==> config.mk <==
export PLATFORM = sky130hd
export DESIGN_NAME = edge_interrupt_line_controller
export DESIGN_NICKNAME = d
export VERILOG_FILES = /design/src/hw/rtl/eilc_pkg.sv /design/src/hw/rtl/eilc_core.sv /design/src/hw/rtl/edge_interrupt_line_controller.sv
export SDC_FILE = /design/constraint.sdc
export NUM_CORES = 1
export LEC_CHECK = 0
export ABC_AREA = 1
export BUFFER_PORTS_ARGS = -buffer_cell sky130_fd_sc_hd__buf_2
export CELL_PAD_IN_SITES_DETAIL_PLACEMENT = 1
export CELL_PAD_IN_SITES_GLOBAL_PLACEMENT = 1
export CORE_MARGIN = 2
export CORE_UTILIZATION = 48
export DETAILED_ROUTE_END_ITERATION = 10
export PLACE_DENSITY_LB_ADDON = 0.1
export SETUP_SLACK_MARGIN = 0.15
export SLEW_MARGIN = 20
export SYNTH_ARGS = -nofsm -noshare
export SYNTH_HDL_FRONTEND = slang
export SYNTH_SLANG_ARGS = --single-unit
export TNS_END_PERCENT = 10
==> constraint.sdc <==
create_clock -name clk_i -period 5.9 [get_ports clk_i]
set_input_delay 0.59 -clock clk_i [delete_from_list [all_inputs] [get_ports clk_i]]
set_output_delay 0.59 -clock clk_i [all_outputs]
set_load 0.005 [all_outputs]
==> src/hw/rtl/eilc_pkg.sv <==
// eilc_pkg: shared types and constants for the edge interrupt line controller.
// Register offsets, item kinds, and the item/result structs.
// No dependencies.
`default_nettype none

package eilc_pkg;

  localparam int unsigned LineCountDef = 20;
  localparam int unsigned PinCountDef  = 16;

  localparam int unsigned KindW   = 2;
  localparam int unsigned OffsetW = 10;
  localparam int unsigned DataW   = 32;
  localparam int unsigned PinW    = 4;
  localparam int unsigned IrqW    = 10;

  // item kinds
  localparam logic [KindW-1:0] KindRead  = 2'd0;
  localparam logic [KindW-1:0] KindWrite = 2'd1;
  localparam logic [KindW-1:0] KindPin   = 2'd2;

  // register byte offsets
  localparam logic [OffsetW-1:0] OfsMask  = 10'h000;
  localparam logic [OffsetW-1:0] OfsEvent = 10'h004;
  localparam logic [OffsetW-1:0] OfsRise  = 10'h008;
  localparam logic [OffsetW-1:0] OfsFall  = 10'h00c;
  localparam logic [OffsetW-1:0] OfsSoft  = 10'h010;
  localparam logic [OffsetW-1:0] OfsPend  = 10'h014;

  typedef struct packed {
    logic [KindW-1:0]   kind;
    logic [OffsetW-1:0] reg_offset;
    logic [DataW-1:0]   write_data;
    logic [PinW-1:0]    pin_line;
    logic               pin_level;
  } item_t;

  typedef struct packed {
    logic [DataW-1:0] read_data;
    logic [IrqW-1:0]  irq_lines;
    logic             bad_offset;
  } result_t;

endpackage

`default_nettype wire

==> src/hw/rtl/eilc_core.sv <==
// eilc_core: per-line mask/select/trigger/pending registers and the
// combinational update and readback logic for one item.
// Depends on eilc_pkg.
`default_nettype none

module eilc_core import eilc_pkg::*; #(
  parameter int unsigned LINE_COUNT = LineCountDef,
  parameter int unsigned PIN_COUNT  = PinCountDef
) (
  input  wire logic    clk_i,
  input  wire logic    rst_ni,
  input  wire logic    step_i,   // apply item this cycle
  input  wire item_t   item_i,
  output      result_t result_o
);

  logic [LINE_COUNT-1:0] mask_q, mask_d;
  logic [LINE_COUNT-1:0] rise_q, rise_d;
  logic [LINE_COUNT-1:0] fall_q, fall_d;
  logic [LINE_COUNT-1:0] soft_q, soft_d;
  logic [LINE_COUNT-1:0] pend_q, pend_d;

  logic [LINE_COUNT-1:0] wr_val;
  logic [LINE_COUNT-1:0] hit;
  logic [LINE_COUNT-1:0] fresh;
  logic [LINE_COUNT-1:0] pin_sel;
  logic [LINE_COUNT-1:0] pin_bit;
  logic [LINE_COUNT-1:0] rd_val;
  logic                  bad;

  assign wr_val = item_i.write_data[LINE_COUNT-1:0];

  // one-hot pin decode; pins at or above PIN_COUNT select nothing
  always_comb begin
    for (int i = 0; i < LINE_COUNT; i++) begin
      pin_bit[i] = (i < PIN_COUNT) && (item_i.pin_line == PinW'(i));
    end
  end

  assign pin_sel = item_i.pin_level ? rise_q : fall_q;

  always_comb begin
    mask_d = mask_q;
    rise_d = rise_q;
    fall_d = fall_q;
    soft_d = soft_q;
    pend_d = pend_q;
    rd_val = '0;
    bad    = 1'b0;
    hit    = '0;
    fresh  = '0;
    case (item_i.kind)
      KindRead: begin
        unique case (item_i.reg_offset)
          OfsMask:  rd_val = mask_q;
          OfsEvent: rd_val = '0;
          OfsRise:  rd_val = rise_q;
          OfsFall:  rd_val = fall_q;
          OfsSoft:  rd_val = soft_q;
          OfsPend:  rd_val = pend_q;
          default:  bad = 1'b1;
        endcase
      end
      KindWrite: begin
        unique case (item_i.reg_offset)
          OfsMask:  mask_d = wr_val;
          OfsEvent: ;
          OfsRise: begin
            hit    = (wr_val ^ rise_q) & pend_q;
            pend_d = pend_q & ~hit;
            soft_d = soft_q & ~hit;
            rise_d = wr_val;
          end
          OfsFall: begin
            hit    = (wr_val ^ fall_q) & pend_q;
            pend_d = pend_q & ~hit;
            soft_d = soft_q & ~hit;
            fall_d = wr_val;
          end
          OfsSoft: begin
            // only 0 -> 1 transitions trigger
            fresh  = wr_val & ~soft_q;
            soft_d = soft_q | fresh;
            pend_d = pend_q | (fresh & mask_q);
          end
          OfsPend: begin
            hit    = wr_val & pend_q;
            pend_d = pend_q & ~hit;
            soft_d = soft_q & ~hit;
          end
          default: bad = 1'b1;
        endcase
      end
      KindPin: begin
        pend_d = pend_q | (pin_sel & mask_q & pin_bit);
      end
      default: ;
    endcase
  end

  always_ff @(posedge clk_i or negedge rst_ni) begin
    if (!rst_ni) begin
      mask_q <= '0;
      rise_q <= '0;
      fall_q <= '0;
      soft_q <= '0;
      pend_q <= '0;
    end else if (step_i) begin
      mask_q <= mask_d;
      rise_q <= rise_d;
      fall_q <= fall_d;
      soft_q <= soft_d;
      pend_q <= pend_d;
    end
  end

  // IRQ grouping: 0-4 direct, 5-9 and 10-15 ORed, 16-18 direct
  assign result_o.irq_lines = {pend_d[18:16], |pend_d[15:10], |pend_d[9:5], pend_d[4:0]};
  assign result_o.read_data = DataW'(rd_val);
  assign result_o.bad_offset = bad;

endmodule

`default_nettype wire

==> src/hw/rtl/edge_interrupt_line_controller.sv <==
// edge_interrupt_line_controller: top level with input and result registers
// around eilc_core. Depends on eilc_pkg and eilc_core.
//
// Usage:
//   Input channel (in_valid_i/in_ready_o) carries one item per transfer: a
//   bus read, a bus write, or a pin level change (kind_i selects). Output
//   channel (out_valid_o/out_ready_i) returns exactly one result per item:
//   read_data_o, irq_lines_o (the ten interrupt levels after the item) and
//   bad_offset_o.
//   Pipeline: an item is taken into the input register, then applied to the
//   line registers as its result is loaded into the result register (two
//   register stages: the input register, then the result register).
//   Throughput: one item per cycle while out_ready_i is high. The update is
//   a bitwise pass over the 20-bit line registers, so the state written by
//   one item is ready for the next item in the following cycle.
//   Stall: when the receiver holds out_ready_i low, the result register holds
//   its transfer, one more item waits in the input register, and in_ready_o
//   drops until the result is taken.
//   Reset (rst_ni low, asynchronous): all line registers clear to zero, both
//   stages empty; no result is pending.
//   Undefined offsets read zero, change nothing and flag bad_offset_o.
`default_nettype none

module edge_interrupt_line_controller import eilc_pkg::*; #(
  parameter int unsigned LINE_COUNT = LineCountDef,
  parameter int unsigned PIN_COUNT  = PinCountDef
) (
  input  wire logic               clk_i,
  input  wire logic               rst_ni,
  input  wire logic               in_valid_i,
  output      logic               in_ready_o,
  input  wire logic [KindW-1:0]   kind_i,
  input  wire logic [OffsetW-1:0] reg_offset_i,
  input  wire logic [DataW-1:0]   write_data_i,
  input  wire logic [PinW-1:0]    pin_line_i,
  input  wire logic               pin_level_i,
  output      logic               out_valid_o,
  input  wire logic               out_ready_i,
  output      logic [DataW-1:0]   read_data_o,
  output      logic [IrqW-1:0]    irq_lines_o,
  output      logic               bad_offset_o
);

  item_t   in_q;
  logic    in_valid_q;
  result_t out_q;
  logic    out_valid_q;
  result_t core_res;
  logic    advance;
  logic    in_take;

  // item moves from input register to result register
  assign advance    = in_valid_q && (!out_valid_q || out_ready_i);
  assign in_ready_o = !in_valid_q || advance;
  assign in_take    = in_valid_i && in_ready_o;

  always_ff @(posedge clk_i or negedge rst_ni) begin
    if (!rst_ni) begin
      in_valid_q <= 1'b0;
    end else if (in_ready_o) begin
      in_valid_q <= in_valid_i;
    end
  end

  always_ff @(posedge clk_i) begin
    if (in_take) begin
      in_q <= '{kind: kind_i, reg_offset: reg_offset_i, write_data: write_data_i,
                pin_line: pin_line_i, pin_level: pin_level_i};
    end
  end

  eilc_core #(
    .LINE_COUNT(LINE_COUNT),
    .PIN_COUNT (PIN_COUNT)
  ) u_core (
    .clk_i   (clk_i),
    .rst_ni  (rst_ni),
    .step_i  (advance),
    .item_i  (in_q),
    .result_o(core_res)
  );

  always_ff @(posedge clk_i or negedge rst_ni) begin
    if (!rst_ni) begin
      out_valid_q <= 1'b0;
    end else if (advance) begin
      out_valid_q <= 1'b1;
    end else if (out_ready_i) begin
      out_valid_q <= 1'b0;
    end
  end

  always_ff @(posedge clk_i) begin
    if (advance) begin
      out_q <= core_res;
    end
  end

  assign out_valid_o  = out_valid_q;
  assign read_data_o  = out_q.read_data;
  assign irq_lines_o  = out_q.irq_lines;
  assign bad_offset_o = out_q.bad_offset;

endmodule

`default_nettype wire

Word level (Yosys, flattened, before mapping)
Index checks and enable logic that the tools add are counted.
W data, S select, Z words.
- bits in registers: 170
- input bits: 53
- output and inout bits: 45
- word-level logic and storage cells: 90
- equal/unequal tests: 23
- multiplexer cells: 8
- bitwise logic cells: 22
- reductions and logical operators: 21
- operators by type and width (cell ; number):
    $and A20 B20 Y20 ; 12
    $pmux W20 S4 ; 2
    $pmux W20 S5 ; 1
    $not A20 Y20 ; 4
    $or A20 B20 Y20 ; 3
    $pmux W20 S2 ; 1
    $xor A20 B20 Y20 ; 2
    $eq A4 B4 Y1 const B ; 8
    $and A20 B16 Y20 ; 1
    $eq A10 B4 Y1 const B ; 2
    $eq A10 B5 Y1 const B ; 2
    $mux W20 ; 1
    $eq A4 B3 Y1 const B ; 4
    $reduce_and A3 Y1 ; 5
    $reduce_or A6 Y1 ; 2
    $eq A10 B3 Y1 const B ; 1
    $logic_not A10 Y1 ; 1
    $eq A4 B2 Y1 const B ; 2
    $ne A5 B1 Y1 const B ; 1
    $reduce_or A5 Y1 ; 1
    $eq A4 B1 Y1 const B ; 1
    $logic_not A4 Y1 ; 1
    $reduce_bool A2 Y1 ; 2
    $reduce_bool A4 Y1 ; 1
    other kinds (8) ; 13

Depth between registers and ports, before layout
- depth after elaboration: 7
- depth in mapped cells: 16
- mapped depth without buffers: 15

Cells and area by module
Synthesis repeated with hierarchy kept, for this count alone.
- cells, all modules: 1182
- area, all modules: 9969.6 um^2
- modules (own cells, without submodules) (module ; times used ; cells each ; area an instance (um^2) ; sequential area each (um^2)):
    eilc_core ; 1 ; 1078 ; 7111.8 ; 2502.4
    edge_interrupt_line_controller ; 1 ; 104 ; 2857.7 ; 2812.7

Worst setup path after synthesis
Ideal clock, no wire load.
- path type: input to register
- start: input port out_ready_i
- end: register out_q (netlist bit bad_offset_o) (enable)
- library setup time: 406 ps
- data arrival time: 1965 ps
- data required time: 5494 ps
- slack: 3529 ps
- stages on the path: 5
- path buffers: 1
- cell sequence: inv_1 -> nand2_1 -> nand2_1 -> clkinv_1 -> clkbuf_1
- word-level cells in the longest chain between the ends: 2
- ends and longest elaborated chain (element ; line ; text):
    start, declared ; edge_interrupt_line_controller.sv:38 ; input wire logic out_ready_i,
    $logic_or A1 B1 Y1 ; edge_interrupt_line_controller.sv:53 ; assign advance = in_valid_q && (!out_valid_q || out_ready_i);
    $logic_and A1 B1 Y1 ; edge_interrupt_line_controller.sv:53 ;
    via advance ; edge_interrupt_line_controller.sv:49 ; logic advance;
    end signal, assigned ; edge_interrupt_line_controller.sv:95 ; out_q <= core_res;
    end, declared ; edge_interrupt_line_controller.sv:46 ; result_t out_q;
The timed path passes the listed nets, and every way through them passes these cells.
A chain may end at the register's enable or synchronous reset.

Final worst setup path
- start: register in_q[48] (netlist bit)
- end: register u_core.soft_q[2]
- word-level cells in the longest chain between the ends: 2
- ends and longest elaborated chain (element ; line ; text):
    start, declared ; edge_interrupt_line_controller.sv:44 ; item_t in_q;
    start signal, assigned ; edge_interrupt_line_controller.sv:67 ; in_q <= '{kind: kind_i, reg_offset: reg_offset_i, write_data: write_data_i,
    $eq A2 B1 Y1 ; eilc_core.sv:52 ; case (item_i.kind)
    $reduce_and A3 Y1 (no line) ; - ;
    end signal, assigned ; eilc_core.sv:112 ; soft_q <= soft_d;
    end, declared ; eilc_core.sv:20 ; logic [LINE_COUNT-1:0] soft_q, soft_d;
No other way between the ends.

==> impl_metrics.tcl <==
set metrics [dict create \
    ir_drop_uv 203 \
    drive_gt1_frac 0.114 \
    cp-end-kind "register" \
    num_io_pins 98 \
    yosys_register_bits 170 \
    dpl_cell_area_sq_mm 0.00956 \
    max_cap_viol_count 0 \
    p_sw_frac 0.305 \
    antenna_found_initial 0 \
    cts_resized 0 \
    grt-ovfl-total 0 \
    place_congestion 0.844 \
    postLayoutCellArea_sq_mm 0.0101 \
    wl_per_cell_um 22.1 \
    p_per_area_mw_per_mm2 296 \
    leakagePower_nw 4.23 \
    crit_type "register to register" \
    ys_seq_area_frac 0.505 \
    period_share 0.644 \
    worstHoldPathType "input pin to async pin" \
    outcome "finished, final reports clean" \
    synth.avg_cell_area_sq_um 8.10 \
    grt_max_degree 54 \
    first_global_vias 8419 \
    critPathRequiredTime_ns 6.27 \
    synth_top_area_share 0.281 \
    portBuffers 73 \
    synth_async_sr_flop_share 0.600 \
    synthMostInstantiatedCell "nand2_1" \
    ys.flop_type "dfrtp_1" \
    clockRootBuffer "clkbuf_16" \
    fmax_mhz 263 \
    drt_iter0_drc 714 \
    die_w_um 142 \
    slew_headroom 0.275 \
    dr_total_vias 8530 \
    cts_tree "done" \
    synth_top_area_cell "dfrtp_1" \
    clock-sinks 170 \
    period_minus_slack_ns 3.80 \
    grt_pass1_wl_um 48400 \
    placement_rows 50 \
    dieArea_sq_mm 0.0201 \
    p_seq_frac 0.480 \
    rsz0062_at_grt "no" \
    fin_skew_ns 0.0117 \
    p_switching_mw 0.909 \
    route.detailed.drc 0 \
    place_hpwl_um 18900 \
    p_clk_frac 0.348 \
    synth_cell_types 42 \
    p_comb_frac 0.172 \
    synth_common_cells "nand2_1 (323), o21ai_0 (106), inv_1 (104)" \
    area_growth_pct 10.8 \
    clk_path_buf_depth 2 \
    syn_inst 1123 \
    cts_setup_buffers 0 \
    cp-start-kind "register" \
    layout_setup_ws_ns 2.10 \
    diodes 0 \
    core_area_sq_mm 0.0186 \
    insertion_delay_ns 0.44 \
    drtPass1Iterations 5 \
    n_fill_cell 2308 \
    power_mw 2.98 \
    cts-buffers-inserted 17 \
    h-tree-depth 4 \
    die_y_um 142 \
    hold_viol 0 \
    p_int_mw 2.07 \
    syn_area_sq_mm 0.00910 \
    gr-usage-all-layers 0.321 \
    fin_tns_setup_ns 0 \
    synth_edf_count 68 \
    start_util 0.488 \
    yosysWarnings 0 \
    ctsHoldBuffers 0 \
    dp_slack_ns 2.27 \
    setup_viol 0 \
    drv_slew 0 \
    synth_area_leaders "dfrtp_1 (28%), edfxtp_1 (22%), nand2_1 (13%), o21ai_0 (5.8%), nand3_1 (4.8%)" \
    clk_transition_reported_paths_ns 0.07 \
    worstPathArrival_ns 4.17 \
    routed_via_density 5.99 \
    worst_slew_pin_slew_ns 1.09 \
    ant_nets 0 \
    wl_um 31500 \
    nNetsFinal 1233 \
    cp_max_fo 18 \
]
worst paths after layout:
check	from	end	slack, ns	cells after the start
setup / recovery	in_q[48]	u_core.soft_q[2]	2.10	10
hold / removal	rst_ni	u_core.soft_q[18]	0.22	1
setup reg to reg	in_q[48]	u_core.soft_q[2]	2.10	10
hold reg to reg	u_core.fall_q[8]	u_core.fall_q[8]	0.50	2
max in group asynchronous	rst_ni	u_core.pend_q[15]	4.41	2
min in group clk_i	reg_offset_i[4]	in_q[41]	0.32	1
sequential cells by signal (all words and copies together), names as in the netlist:
signal,count
irq_lines_o,10
in_valid_q,1
u_core.soft_q,20
in_q,37
out_valid_o,1
bad_offset_o,1
u_core.rise_q,20
u_core.mask_q,20
read_data_o,20
u_core.fall_q,20
u_core.pend_q,20
through the flow:
step | hold slack, ns | instances | utilization
after detailed placement | 0.474 | 1392 | 0.513
after global placement | 0.467 | 1392 | 0.513
final | 0.218 | 1423 | 0.541
after global routing | 0.263 | 1423 | 0.541
after floorplan | 0.294 | 1134 | -
after CTS | 0.244 | 1423 | 0.541
metal layers:
| layer | GRT usage | wire (um) | vias up |
|---|---|---|---|
| li1 | - | - | 3862 |
| met4 | 0.119 | 942 | 0 |
| met3 | 0.0567 | 1970 | 69 |
| met1 | 0.422 | 13700 | 4246 |
| met5 | 0 | 0 | - |
| met2 | 0.536 | 14900 | 353 |
logic make-up (layout without fill, tap and decap cells):
group | Yosys count | count (layout) | share of synthesized area
AOI/OAI and AO/OA | 248 | 248 | 0.157
xor gates and xnor gates | 12 | 12 | 0.0116
adders and majority gates | 3 | 3 | 0.00413
buffers and inverters | 174 | 229 | 0.0826
DFF | 170 | 170 | 0.505
other | 1 | 12 | 0.000412
and+or+nand+nor | 515 | 515 | 0.240
power groups by stage:
stage	Clock (mW)	Combinational, mW	Sequential (mW)
3_5_place_dp	0	0.501	1.45
5_1_grt	1.09	0.576	1.44
2_1_floorplan	0	0.326	1.43
3_3_place_gp	0	0.482	1.45
4_1_cts	1.05	0.507	1.43
6_report	1.04	0.512	1.43
placed cells by master (no fill, tap or decap), types with 5 or more instances in the layout:
cell type	n
a211oi_1	9
a21oi_1	55
a221oi_1	6
a22oi_1	14
buf_2	72
buf_4	11
clkbuf_1	5
clkbuf_16	17
clkinv_1	5
conb_1	12
dfrtp_1	102
edfxtp_1	68
inv_1	103
inv_2	9
nand2_1	321
nand2_2	5
nand3_1	88
nand4_1	24
nor2_1	61
nor2_2	8
o21ai_0	106
o21ai_1	14
o221ai_1	6
o22ai_1	15
xor2_1	8
worst max-delay path, stage by stage, from the launching register on:
cell and delay, ns:
edfxtp_1 0.40, inv_1 0.09, ha_1 0.20, clkinv_1 0.77, nor2_2 0.66, inv_1 0.19, nor2_4 0.63, inv_1 0.38
o21ai_0 0.25, o21ai_0 0.10, inv_1 0.06
layout make-up:
cell class | count | area [sq um] | area share
Clock inverter | 9 | 77.6 | 0.00769
Sequential cell | 170 | 4590 | 0.456
Tap cell | 234 | 293 | 0.0290
Inverter | 115 | 432 | 0.0428
Timing Repair Buffer | 83 | 443 | 0.0439
Multi-Input combinational cell | 790 | 3800 | 0.377
Clock buffer | 22 | 444 | 0.0441
Note: power is estimated with default switching activity, not from simulation.
